--- config.mk ---
export PLATFORM = sky130hd
export DESIGN_NAME = cascaded_pt_lowpass_core_flat
export DESIGN_NICKNAME = d
export VERILOG_FILES = /design/src/hw/rtl/cpl_pkg.sv /design/src/hw/rtl/cpl_if.sv /design/src/hw/rtl/cascaded_pt_lowpass_core.sv /design/src/flat_wrapper.sv
export VERILOG_INCLUDE_DIRS = /design/src /design/src/hw/rtl
export SDC_FILE = /design/constraint.sdc
export NUM_CORES = 2
export LEC_CHECK = 0
export BUFFER_PORTS_ARGS = -buffer_cell sky130_fd_sc_hd__buf_2
export CAP_MARGIN = 30
export CORE_ASPECT_RATIO = 1.75
export CORE_MARGIN = 2
export CORE_UTILIZATION = 58
export CTS_CLUSTER_SIZE = 14
export DETAILED_ROUTE_END_ITERATION = 7
export HOLD_SLACK_MARGIN = 0.03
export PLACE_DENSITY = 0.8
export SYNTH_ARGS = -nofsm -noshare
export SYNTH_HDL_FRONTEND = slang
export SYNTH_SLANG_ARGS = --single-unit
--- constraint.sdc ---
create_clock -name clk -period 9.18 [get_ports clk]
set_input_delay 1.836 -clock clk [delete_from_list [all_inputs] [get_ports clk]]
set_output_delay 1.836 -clock clk [all_outputs]
set_load 0.02 [all_outputs]
--- src/hw/rtl/cascaded_pt_lowpass_core_assert.svh ---
// Assertion macros for the cascaded low-pass filter core.
`ifndef CASCADED_PT_LOWPASS_CORE_ASSERT_SVH
`define CASCADED_PT_LOWPASS_CORE_ASSERT_SVH

// Consequent must hold in the same cycle as the antecedent.
`define CPL_ASSERT_NOW(label, clk, rst_n, ante, cons, msg) \
  label: assert property (@(posedge clk) disable iff (!rst_n) (ante) |-> (cons)) \
    else $error(msg);

// Consequent must hold in the cycle after the antecedent.
`define CPL_ASSERT_NEXT(label, clk, rst_n, ante, cons, msg) \
  label: assert property (@(posedge clk) disable iff (!rst_n) (ante) |=> (cons)) \
    else $error(msg);

`endif

--- src/hw/rtl/cpl_pkg.sv ---
// Shared constants and types for the cascaded low-pass filter core.
`timescale 1ns / 1ps

package cpl_pkg;

  localparam int CHANNELS    = 4;
  localparam int SAMPLE_BITS = 24;
  localparam int CHAN_W      = 2;
  localparam int CH_AW       = (CHANNELS > 1) ? $clog2(CHANNELS) : 1;
  localparam int STAGE_W     = 32;
  localparam int FRAC_BITS   = 8;
  localparam int GAIN_W      = 16;
  localparam int MODE_W      = 2;
  localparam int STAGES      = 3;
  localparam int STG_W       = $clog2(STAGES);
  localparam int PROD_W      = GAIN_W + 1 + STAGE_W + 1;
  localparam int CFG_IDX_W   = 1;
  localparam int CFG_DATA_W  = 16;

  typedef enum logic [MODE_W-1:0] {
    MODE_BYPASS = 2'd0,
    MODE_PT1    = 2'd1,
    MODE_PT2    = 2'd2,
    MODE_PT3    = 2'd3
  } mode_t;

  typedef enum logic [CFG_IDX_W-1:0] {
    CFG_FILTER_MODE    = 1'd0,
    CFG_SMOOTHING_GAIN = 1'd1
  } cfg_idx_t;

  typedef logic signed [STAGE_W-1:0] stage_t;
  typedef logic [STAGES-1:0][STAGE_W-1:0] stage_word_t;

endpackage

--- src/hw/rtl/cpl_if.sv ---
// Valid/ready channel interfaces for the sample input and the filtered output.
`timescale 1ns / 1ps

interface cpl_in_if;
  logic                                    valid;
  logic                                    ready;
  logic [cpl_pkg::CHAN_W-1:0]              channel;
  logic signed [cpl_pkg::SAMPLE_BITS-1:0]  sample;

  modport source (output valid, output channel, output sample, input ready);
  modport sink (input valid, input channel, input sample, output ready);
endinterface

interface cpl_out_if;
  logic                                    valid;
  logic                                    ready;
  logic [cpl_pkg::CHAN_W-1:0]              out_channel;
  logic signed [cpl_pkg::SAMPLE_BITS-1:0]  filtered;

  modport source (output valid, output out_channel, output filtered, input ready);
  modport sink (input valid, input out_channel, input filtered, output ready);
endinterface

--- src/hw/rtl/cascaded_pt_lowpass_core.sv ---
// Cascaded first-order low-pass filter core, up to three stages per channel.
// One beat in gives one beat out. Each channel keeps three 32-bit stage values (8 fraction
// bits) in a small synchronous memory, one word per channel; a beat reads its channel's word,
// runs the active stages one after another through a single 17x33 multiplier, and writes
// the word back. A new beat is accepted only once the previous result has gone to the output
// register. Pass-through beats and channels beyond the configured count leave the stages
// untouched. Each active stage runs a multiply state followed by its accumulate state.
// Stage memory reads as zero after reset until a channel is first written, with no clearing
// pass. Write filter_mode and smoothing_gain only while idle.
`timescale 1ns / 1ps

`include "cascaded_pt_lowpass_core_assert.svh"

module cascaded_pt_lowpass_core (
  input  logic                             clk,
  input  logic                             rst_n,
  input  logic                             cfg_we,
  input  logic [cpl_pkg::CFG_IDX_W-1:0]    cfg_index,
  input  logic [cpl_pkg::CFG_DATA_W-1:0]   cfg_wdata,
  cpl_in_if.sink                           in_port,
  cpl_out_if.source                        out_port
);

  typedef enum logic [4:0] {
    S_IDLE = 5'b00001,
    S_LOAD = 5'b00010,
    S_MUL  = 5'b00100,
    S_ADD  = 5'b01000,
    S_DONE = 5'b10000
  } state_t;

  state_t                                   state_r, state_nxt;
  cpl_pkg::mode_t                           mode_r;
  logic [cpl_pkg::GAIN_W-1:0]               gain_r;

  cpl_pkg::stage_word_t                     stage_mem_r [cpl_pkg::CHANNELS];
  logic [cpl_pkg::CHANNELS-1:0]             vld_r;
  cpl_pkg::stage_word_t                     rd_word_r;
  logic                                     rd_vld_r;

  logic [cpl_pkg::CHAN_W-1:0]               ch_r;
  cpl_pkg::stage_word_t                     word_r;
  cpl_pkg::stage_t                          stage_in_r;
  logic signed [cpl_pkg::PROD_W-1:0]        prod_r;
  logic [cpl_pkg::STG_W-1:0]                stg_r;
  logic [cpl_pkg::STG_W-1:0]                last_r;
  logic [cpl_pkg::SAMPLE_BITS-1:0]          res_r;

  logic                                     out_valid_r;
  logic [cpl_pkg::CHAN_W-1:0]               out_channel_r;
  logic [cpl_pkg::SAMPLE_BITS-1:0]          out_filtered_r;

  logic                                     in_acc;
  logic                                     bypass;
  logic                                     out_free;
  logic                                     mem_we;
  cpl_pkg::stage_t                          cur;
  logic signed [cpl_pkg::STAGE_W:0]         diff;
  logic signed [cpl_pkg::PROD_W-1:0]        prod;
  cpl_pkg::stage_t                          nv;
  cpl_pkg::stage_t                          nv_shift;
  cpl_pkg::stage_word_t                     wr_word;
  cpl_pkg::stage_t                          scaled;

  assign in_port.ready        = (state_r == S_IDLE);
  assign in_acc               = in_port.valid && in_port.ready;
  assign bypass               = (mode_r == cpl_pkg::MODE_BYPASS) ||
                                (32'(in_port.channel) >= 32'(cpl_pkg::CHANNELS));
  assign out_free             = !out_valid_r || out_port.ready;
  assign out_port.valid       = out_valid_r;
  assign out_port.out_channel = out_channel_r;
  assign out_port.filtered    = out_filtered_r;

  assign scaled   = cpl_pkg::STAGE_W'(in_port.sample) <<< cpl_pkg::FRAC_BITS;
  assign cur      = word_r[stg_r];
  assign diff     = (cpl_pkg::STAGE_W + 1)'(stage_in_r) - (cpl_pkg::STAGE_W + 1)'(cur);
  assign prod     = cpl_pkg::PROD_W'($signed({1'b0, gain_r})) * cpl_pkg::PROD_W'(diff);
  assign nv       = cur + prod_r[cpl_pkg::GAIN_W +: cpl_pkg::STAGE_W];
  assign nv_shift = nv >>> cpl_pkg::FRAC_BITS;
  assign mem_we   = (state_r == S_ADD) && (stg_r == last_r);

  always_comb begin
    wr_word        = word_r;
    wr_word[stg_r] = nv;
  end

  always_comb begin
    state_nxt = state_r;
    case (state_r)
      S_IDLE: begin
        if (in_acc) begin
          state_nxt = bypass ? S_DONE : S_LOAD;
        end
      end
      S_LOAD: state_nxt = S_MUL;
      S_MUL:  state_nxt = S_ADD;
      S_ADD: begin
        state_nxt = (stg_r == last_r) ? S_DONE : S_MUL;
      end
      S_DONE: begin
        if (out_free) begin
          state_nxt = S_IDLE;
        end
      end
      default: state_nxt = S_IDLE;
    endcase
  end

  // control state and configuration
  always_ff @(posedge clk) begin
    if (!rst_n) begin
      state_r     <= S_IDLE;
      out_valid_r <= 1'b0;
      mode_r      <= cpl_pkg::MODE_BYPASS;
      gain_r      <= '0;
      vld_r       <= '0;
    end else begin
      state_r <= state_nxt;
      if (cfg_we) begin
        case (cpl_pkg::cfg_idx_t'(cfg_index))
          cpl_pkg::CFG_FILTER_MODE:
            mode_r <= cpl_pkg::mode_t'(cfg_wdata[cpl_pkg::MODE_W-1:0]);
          cpl_pkg::CFG_SMOOTHING_GAIN:
            gain_r <= cfg_wdata[cpl_pkg::GAIN_W-1:0];
          default: ;
        endcase
      end
      if (state_r == S_DONE && out_free) begin
        out_valid_r <= 1'b1;
      end else if (out_port.ready) begin
        out_valid_r <= 1'b0;
      end
      if (mem_we) begin
        vld_r[ch_r[cpl_pkg::CH_AW-1:0]] <= 1'b1;
      end
    end
  end

  // stage memory: read on accept, write back after the last active stage
  always_ff @(posedge clk) begin
    if (mem_we) begin
      stage_mem_r[ch_r[cpl_pkg::CH_AW-1:0]] <= wr_word;
    end
    if (in_acc) begin
      rd_word_r <= stage_mem_r[in_port.channel[cpl_pkg::CH_AW-1:0]];
      rd_vld_r  <= vld_r[in_port.channel[cpl_pkg::CH_AW-1:0]];
    end
  end

  // datapath
  always_ff @(posedge clk) begin
    case (state_r)
      S_IDLE: begin
        if (in_acc) begin
          ch_r       <= in_port.channel;
          stage_in_r <= scaled;
          res_r      <= in_port.sample;
          stg_r      <= '0;
          last_r     <= cpl_pkg::STG_W'(mode_r) - cpl_pkg::STG_W'(1);
        end
      end
      S_LOAD: begin
        word_r <= rd_vld_r ? rd_word_r : '0;
      end
      S_MUL: begin
        prod_r <= prod;
      end
      S_ADD: begin
        word_r[stg_r] <= nv;
        stage_in_r    <= nv;
        stg_r         <= stg_r + cpl_pkg::STG_W'(1);
        if (stg_r == last_r) begin
          res_r <= nv_shift[cpl_pkg::SAMPLE_BITS-1:0];
        end
      end
      S_DONE: begin
        if (out_free) begin
          out_channel_r  <= ch_r;
          out_filtered_r <= res_r;
        end
      end
      default: ;
    endcase
  end

  `CPL_ASSERT_NEXT(a_bypass_direct, clk, rst_n, in_acc && bypass,
    (state_r == S_DONE) && (res_r == $past(in_port.sample)),
    "bypass beat did not pass the sample straight through")
  `CPL_ASSERT_NOW(a_stage_bound, clk, rst_n, (state_r == S_MUL) || (state_r == S_ADD),
    stg_r <= last_r, "stage index ran past the last active stage")
  `CPL_ASSERT_NEXT(a_writeback_done, clk, rst_n, mem_we,
    (state_r == S_DONE) && vld_r[ch_r[cpl_pkg::CH_AW-1:0]],
    "write-back not followed by result hand-off")

endmodule
--- src/flat_wrapper.sv ---
// flat-port wrapper written by rule: the top's interface ports become plain ports
module cascaded_pt_lowpass_core_flat 
  (clk, rst_n, cfg_we, cfg_index, cfg_wdata, in_port_valid, in_port_channel, in_port_sample, in_port_ready, out_port_valid, out_port_out_channel, out_port_filtered, out_port_ready);
  cpl_in_if in_port_i ();
  cpl_out_if out_port_i ();
  input  logic clk;
  input  logic rst_n;
  input  logic cfg_we;
  input  logic [cpl_pkg::CFG_IDX_W-1:0] cfg_index;
  input  logic [cpl_pkg::CFG_DATA_W-1:0] cfg_wdata;
  input wire logic [$bits(in_port_i.valid)-1:0] in_port_valid;
  input wire logic [$bits(in_port_i.channel)-1:0] in_port_channel;
  input wire logic [$bits(in_port_i.sample)-1:0] in_port_sample;
  output wire logic [$bits(in_port_i.ready)-1:0] in_port_ready;
  output wire logic [$bits(out_port_i.valid)-1:0] out_port_valid;
  output wire logic [$bits(out_port_i.out_channel)-1:0] out_port_out_channel;
  output wire logic [$bits(out_port_i.filtered)-1:0] out_port_filtered;
  input wire logic [$bits(out_port_i.ready)-1:0] out_port_ready;
  assign in_port_i.valid = in_port_valid;
  assign in_port_i.channel = in_port_channel;
  assign in_port_i.sample = in_port_sample;
  assign in_port_ready = in_port_i.ready;
  assign out_port_valid = out_port_i.valid;
  assign out_port_out_channel = out_port_i.out_channel;
  assign out_port_filtered = out_port_i.filtered;
  assign out_port_i.ready = out_port_ready;
  cascaded_pt_lowpass_core u_core (.clk(clk), .rst_n(rst_n), .cfg_we(cfg_we), .cfg_index(cfg_index), .cfg_wdata(cfg_wdata), .in_port(in_port_i), .out_port(out_port_i));
endmodule
# Word level (Yosys, flattened, before mapping)
# Memories as Yosys holds them, arrays and structs flattened. A register that Yosys moved wholly into a read port is not among the register bits.
# Index checks and enable logic that the tools add are counted.
dict set report word_totals {
  reg_bits 261
  ram_bits 384
  input_bits 48
  output_inout_bits 28
  mem_count 1
}
# name depth word_bits read_ports rd_clocked_by_memory_dff write_ports line
set mem_list {}
lappend mem_list {u_core.stage_mem_r 4 96 1 1 1 cascaded_pt_lowpass_core.sv:36} ;# cpl_pkg::stage_word_t stage_mem_r [cpl_pkg::CHANNELS];
dict set report classes {
  n_addsub 4
  n_mul 1
  magnitude_cmp 5
  eq_ne 9
  mux 27
  bitwise_logic 2
  reduce_logical 18
}
# operator count
set op_table {}
lappend op_table {{96-bit one-hot mux with 2 select lines} 1}
lappend op_table {{96-bit bitwise mux} 1}
lappend op_table {{32-bit 2-to-1 mux} 3}
lappend op_table {{96-bit 2-to-1 mux} 1}
lappend op_table {{32-bit binary-select mux with 2-bit select} 1}
lappend op_table {{32-bit demux with 2-bit select} 1}
lappend op_table {{32-bit one-hot mux with 2 select lines} 1}
lappend op_table {{17-bit by 33-bit multiplier with 48-bit output} 1}
lappend op_table {{24-bit 2-to-1 mux} 2}
lappend op_table {{24-bit one-hot mux with 2 select lines} 1}
lappend op_table {{32-bit by 32-bit subtractor with 33-bit output} 1}
lappend op_table {{32-bit adder} 1}
lappend op_table {{5-bit one-hot mux with 5 select lines} 1}
lappend op_table {{5-bit 2-to-1 mux} 4}
lappend op_table {{2-bit AND reduction} 6}
lappend op_table {{2-bit by 3-bit < comparator with 1-bit output (second input constant)} 3}
lappend op_table {{1-bit 2-to-1 mux} 6}
lappend op_table {{2-bit nonzero test} 3}
lappend op_table {{5-bit by 1-bit == test with 1-bit output (second input constant)} 1}
lappend op_table {{5-bit by 2-bit == test with 1-bit output (second input constant)} 1}
lappend op_table {{5-bit by 3-bit == test with 1-bit output (second input constant)} 1}
lappend op_table {{5-bit by 4-bit == test with 1-bit output (second input constant)} 1}
lappend op_table {{5-bit == test (second input constant)} 1}
lappend op_table {{1-bit logical AND} 5}
lappend op_table {{16 further kinds} 18}

# Depth between registers and ports, before layout
dict set report depth {
  ltp_word 6
  depth_mapped 39
  mapped_depth_nobuf 37
}

# Least setup slack after synthesis
# OpenSTA, ideal clock, no wires.
dict set report synth_timing {
  path_type {flip-flop to flip-flop}
  start {register u_core.stg_r[0] in the netlist's numbering}
  end {register u_core.prod_r[45] in the netlist's numbering (data pin)}
  setup_time_ps 262
  arrival_time_ps 9012
  slack_ps -94
  path_stages_with_launch 36
  period_less_slack_ps 9274
  path_cell_list {edfxtp_1 -> buf_2 -> buf_1 -> mux2i_1 -> nor2_1 -> a21oi_1 -> ha_1 -> nor2b_4 -> o31a_1 -> o31a_1 -> o21bai_1 -> a21boi_1 -> o21ai_0 -> nand2_1 -> xor2_1 -> clkbuf_1 -> nand2_1 -> fa_1 -> fa_1 -> fa_1 -> inv_1 -> fa_1 -> fa_1 -> inv_1 -> fa_1 -> inv_1 -> ha_1 -> a211oi_2 -> nand2_1 -> a2111oi_2 -> o21ai_1 -> o2111ai_1 -> a31oi_1 -> a311oi_1 -> o21bai_1 -> xor2_1}
}
dict set report synth_via {
  elab_chain_len 4
}
# element line
set synth_rtl {}
lappend synth_rtl {{from (decl)} cascaded_pt_lowpass_core.sv:45} ;# logic [cpl_pkg::STG_W-1:0] stg_r;
lappend synth_rtl {{from (signal assigned)} cascaded_pt_lowpass_core.sv:171} ;# stg_r <= stg_r + cpl_pkg::STG_W'(1);
lappend synth_rtl {{32-bit binary-select mux with 2-bit select} cascaded_pt_lowpass_core.sv:75} ;# assign cur = word_r[stg_r];
lappend synth_rtl {{32-bit 2-to-1 mux (not written as such)} cascaded_pt_lowpass_core.sv:75}
lappend synth_rtl {{32-bit by 32-bit subtractor with 33-bit output} cascaded_pt_lowpass_core.sv:76} ;# assign diff = (cpl_pkg::STAGE_W + 1)'(stage_in_r) - (cpl_pkg::STAGE_W + 1)'(cur);
lappend synth_rtl {{17-bit by 33-bit multiplier with 48-bit output} cascaded_pt_lowpass_core.sv:77} ;# assign prod = cpl_pkg::PROD_W'($signed({1'b0, gain_r})) * cpl_pkg::PROD_W'(diff);
lappend synth_rtl {{named net u_core.prod (one bit)} cascaded_pt_lowpass_core.sv:59} ;# logic signed [cpl_pkg::PROD_W-1:0] prod;
lappend synth_rtl {{to (signal assigned)} cascaded_pt_lowpass_core.sv:166} ;# prod_r <= prod;
lappend synth_rtl {{to (decl)} cascaded_pt_lowpass_core.sv:44} ;# logic signed [cpl_pkg::PROD_W-1:0] prod_r;
# The timed path passes the listed nets, and every way through them passes these cells. The select of a mux whose other input is x is not followed.
# A chain may end at the register's enable or synchronous reset.

# Worst setup path in the final report
dict set report layout_timing {
  start {register u_core.stg_r[0] in the netlist's numbering}
  end {register u_core.prod_r[47] in the netlist's numbering (data pin)}
}
# The elaborated chain is that of the path after synthesis.

==> results.json <==
{
  "status": "finished clean",
  "floorplan.initialDensity_pct": 58.4,
  "slew-limit-headroom_pct": 26.9,
  "firstDrtPassIters": 7,
  "fin_crit_sh_pct": 98.0,
  "required_ns": 9.56,
  "synth-edff-count": 697,
  "timing.critical_path.slowest_stage_cell": "sky130_fd_sc_hd__fa_1",
  "num_antenna_cells": 0,
  "timing.critical_path.from_type": "flip-flop",
  "critical_path_class": "reg2reg",
  "finalCoreUtilization_pct": 65.6,
  "port-buffer-count": 75,
  "reg2reg_to": "u_core.prod_r[47]$_DFFE_PP_",
  "crit_path_max_fanout": 7,
  "placement_rows": 141,
  "clkLatencyLatePin_ns": 0.64,
  "worst_path_most_repeated_cell": "sky130_fd_sc_hd__fa_1",
  "drive_above_1_share_pct": 17.5,
  "ant_nets": 0,
  "critPathLaunch": "u_core.stg_r[0]$_SDFFCE_PN0P_",
  "vias": 32369,
  "worst_setup_hold_path_clk_slew_ns": 0.08,
  "worst_hold_path_type": "reg2reg",
  "vdd.ir_drop.worst_mv": 0.158,
  "final_period_minus_worst_setup_slack_ns": 8.99,
  "pwr_density_cell_nw_per_um2": 238,
  "static-leakage-power_nw": 23.7,
  "final.setup.tns_ns": 0,
  "maximum_number_of_pins_on_one_net_before_global_route_repair": 97,
  "clock_skew_ns": 0.0238,
  "arr_time_crit_path_ns": 9.37,
  "core-area_um2": 84200,
  "place.detailed.hpwl_um": 93200,
  "grtUsageMet2_pct": 54.9,
  "n_fill_cell": 5929,
  "drt_drc_violations_left": 0,
  "number_of_placed_cells_counting_well_taps": 5299,
  "initial_antenna_violation_count": 1,
  "placement.cell_area_um2": 52600,
  "die_y_um": 389,
  "synthesis.instances": 4049,
  "cts_hold_buf": 0,
  "globalRouteMet1Util_pct": 31.2,
  "reg2reg_setup_slack_ns": 0.19,
  "max_stage_delay_ns": 0.54,
  "grt_overflow_total": 0,
  "layout.cell_area.non_filler_um2": 55200,
  "ctsLongestPathBuffers": 3,
  "grt.total_usage_pct": 29.9,
  "routed_wirelength_um": 126000,
  "synth.cell_area_um2": 49200,
  "layout_commonest_cell": "sky130_fd_sc_hd__edfxtp_1",
  "layout-area-overhead-vs-synth_pct": 12.3,
  "grt_first_pass_wirelength_um": 195000,
  "ioPinCount": 76,
  "cp-endpoint": "u_core.prod_r[47]$_DFFE_PP_",
  "clock_tree_from_tritoncts": "done",
  "place.gp.congestion": 0.951,
  "numClockSinks": 725,
  "layout.cells.non_filler": 5415,
  "cts_max_level": 3,
  "reg2reg_depth": 37,
  "postSynthNetCount": 4763,
  "finalSetupViolations": 0,
  "critical_path.endpoint_type": "flip-flop",
  "max_cap_violations": 0,
  "die_width_um": 224,
  "final_net_count": 5022,
  "yosys_register_bits": 725,
  "first_global_vias": 35564,
  "asyncSetResetFlopFracSynth_pct": 0,
  "mostFrequentLayoutCells": "sky130_fd_sc_hd__edfxtp_1 (697), sky130_fd_sc_hd__inv_1 (623), sky130_fd_sc_hd__nand2_1 (501)",
  "postSynth.topFlopCell": "sky130_fd_sc_hd__edfxtp_1",
  "met3_global_route_usage_pct": 4.36,
  "maxClockFrequency_mhz": 111,
  "viasPerCell": 5.98,
  "floorplan.die_area_um2": 87200,
  "avgSynthCellArea_um2": 12.1,
  "global_route.peak_usage_layer": "met2",
  "setup_repair_after_global_routing_missed_its_margin": "true",
  "wire_per_inst_um": 23.3,
  "yosysSeqAreaShare_pct": 43.7,
  "finalHoldViolCount": 0,
  "clock-root-buffer": "sky130_fd_sc_hd__clkbuf_16",
  "netlist-cell-type-count": 85,
  "timing_max_transition_violations_final": 0,
  "cts_buffers": 67,
  "worstReg2RegStart": "u_core.stg_r[0]$_SDFFCE_PN0P_",
  "drt_first_iter_violations": 2463,
  "max_slew.worst_pin.slew_ns": 1.09,
  "synthesis.yosys.warnings": 0
}
## power by group
| part | internal, mW | switching (mW) |
|---|---|---|
| Sequential | 3.94 | 0.0576 |
| Clock | 1.44 | 1.20 |
| Combinational | 2.76 | 3.73 |
| Total | 8.13 | 4.99 |
## metrics by stage
step,power [mW],setup WS [ns],hold WS (ns)
floorplan,7.55,0.122,0.400
global placement,10.1,-0.227,0.403
detailed placement,10.2,-0.355,0.406
CTS,12.9,0.0102,0.398
global route,13.8,-0.120,0.427
finish,13.1,0.187,0.400
## synthesized netlist by cell type, types with 4 or more instances
library cell | number | share of area (%)
sky130_fd_sc_hd__o211ai_1 | 10 | 0.15
sky130_fd_sc_hd__o21ai_0 | 53 | 0.54
sky130_fd_sc_hd__edfxtp_1 | 697 | 43
sky130_fd_sc_hd__buf_2 | 11 | 0.11
sky130_fd_sc_hd__mux2i_1 | 42 | 0.86
sky130_fd_sc_hd__nand2b_1 | 34 | 0.43
sky130_fd_sc_hd__nor3b_1 | 4 | 0.061
sky130_fd_sc_hd__a21oi_1 | 108 | 1.1
sky130_fd_sc_hd__nor3_1 | 16 | 0.16
sky130_fd_sc_hd__dfxtp_1 | 28 | 1.1
sky130_fd_sc_hd__and2_1 | 232 | 3.0
sky130_fd_sc_hd__a21o_1 | 86 | 1.3
sky130_fd_sc_hd__inv_1 | 625 | 4.8
sky130_fd_sc_hd__and3_1 | 74 | 0.94
sky130_fd_sc_hd__mux2_2 | 82 | 1.9
sky130_fd_sc_hd__nor2_1 | 118 | 0.90
sky130_fd_sc_hd__o22ai_1 | 5 | 0.064
sky130_fd_sc_hd__nor2b_1 | 41 | 0.52
sky130_fd_sc_hd__xor2_1 | 29 | 0.52
sky130_fd_sc_hd__xnor2_1 | 59 | 1.1
sky130_fd_sc_hd__clkbuf_1 | 153 | 1.2
sky130_fd_sc_hd__a211o_1 | 7 | 0.12
sky130_fd_sc_hd__a211oi_1 | 9 | 0.14
sky130_fd_sc_hd__ha_1 | 180 | 4.6
sky130_fd_sc_hd__nand3_1 | 62 | 0.63
sky130_fd_sc_hd__a21boi_0 | 21 | 0.32
sky130_fd_sc_hd__buf_1 | 24 | 0.18
sky130_fd_sc_hd__maj3_1 | 4 | 0.081
sky130_fd_sc_hd__fa_1 | 486 | 20
sky130_fd_sc_hd__o31ai_1 | 6 | 0.092
sky130_fd_sc_hd__o21bai_1 | 10 | 0.15
sky130_fd_sc_hd__a31oi_1 | 7 | 0.089
sky130_fd_sc_hd__or3_1 | 9 | 0.11
sky130_fd_sc_hd__nand2_1 | 504 | 3.8
sky130_fd_sc_hd__mux4_2 | 97 | 4.4
sky130_fd_sc_hd__o31a_1 | 6 | 0.11
sky130_fd_sc_hd__nand4_1 | 5 | 0.064
sky130_fd_sc_hd__o21a_1 | 24 | 0.37
## routing by layer
metal | up-vias | routed length [µm] | share of wire, %
met2 | 1507 | 68600 | 54
met3 | 541 | 7800 | 6.2
li1 | 13953 | - | -
met1 | 16366 | 40700 | 32
met5 | - | 13 | 0.010
met4 | 2 | 9280 | 7.3
## cell families (layout without fill, tap and decap cells)
group | Yosys count | after routing | synth area share [%]
AND/OR/NAND/NOR | 1118 | 1118 | 11.0
XOR/XNOR | 91 | 91 | 1.68
adder cells (fa/ha/maj) | 670 | 670 | 24.5
flip-flops | 725 | 725 | 43.7
buffers and inverters | 820 | 1114 | 6.35
AO/OA/AOI/OAI | 404 | 404 | 5.68
multiplexers | 221 | 221 | 7.18
## timing repair
action	in CTS	in global routing
setup buffers	0	9
setup endpoints to repair	14	22
pin swaps	1	41
gates resized for setup	18	81
gates cloned	0	1
## how the worst min path moves through the flow
| stage | start | end | slack [ns] | depth (start not counted) |
|---|---|---|---|---|
| finish | u_core.res_r[5]$_DFFE_PP_ | u_core.out_port.filtered[5]$_DFFE_PP_ | 0.40 | 0 |
| global route | u_core.res_r[18]$_DFFE_PP_ | u_core.out_port.filtered[18]$_DFFE_PP_ | 0.43 | 0 |
| CTS | u_core.res_r[5]$_DFFE_PP_ | u_core.out_port.filtered[5]$_DFFE_PP_ | 0.40 | 0 |
| detailed placement | u_core.res_r[7]$_DFFE_PP_ | u_core.out_port.filtered[7]$_DFFE_PP_ | 0.41 | 0 |
| global placement | u_core.res_r[13]$_DFFE_PP_ | u_core.out_port.filtered[13]$_DFFE_PP_ | 0.40 | 0 |
| floorplan | u_core.res_r[0]$_DFFE_PP_ | u_core.out_port.filtered[0]$_DFFE_PP_ | 0.40 | 0 |
## registers in the layout, summed over array words and instances (netlist names), 4 cells and up
| register | flops |
|---|---|
| u_core.prod_r | 32 |
| u_core.stage_in_r | 32 |
| u_core.vld_r | 4 |
| u_core.res_r | 24 |
| u_core.state_r | 5 |
| u_core.stage_mem_r | 384 |
| u_core.out_port.filtered | 24 |
| u_core.gain_r | 16 |
| u_core.rd_word_r | 96 |
| u_core.word_r | 96 |
## final cells by class
type | count | area (µm²) | share of cell area (%)
multi-input cells | 2504 | 25000 | 45.3
clock inverters | 23 | 239 | 0.433
clock buffers | 81 | 1740 | 3.15
repair buffers | 385 | 3030 | 5.49
well taps | 1072 | 1340 | 2.43
inverters | 625 | 2350 | 4.25
flip-flops and latches | 725 | 21500 | 38.9
## critical path: cells and delay by family, from the launching register on
| family | cells | cell delay (ns) |
|---|---|---|
| buffers and inverters | 9 | 1.12 |
| flip-flops | 1 | 0.46 |
| AND/OR/NAND/NOR | 8 | 1.35 |
| XOR/XNOR | 1 | 0.25 |
| adder cells (fa/ha/maj) | 8 | 3.60 |
| AO/OA/AOI/OAI | 11 | 1.93 |
(Power assumes the default switching activity.)
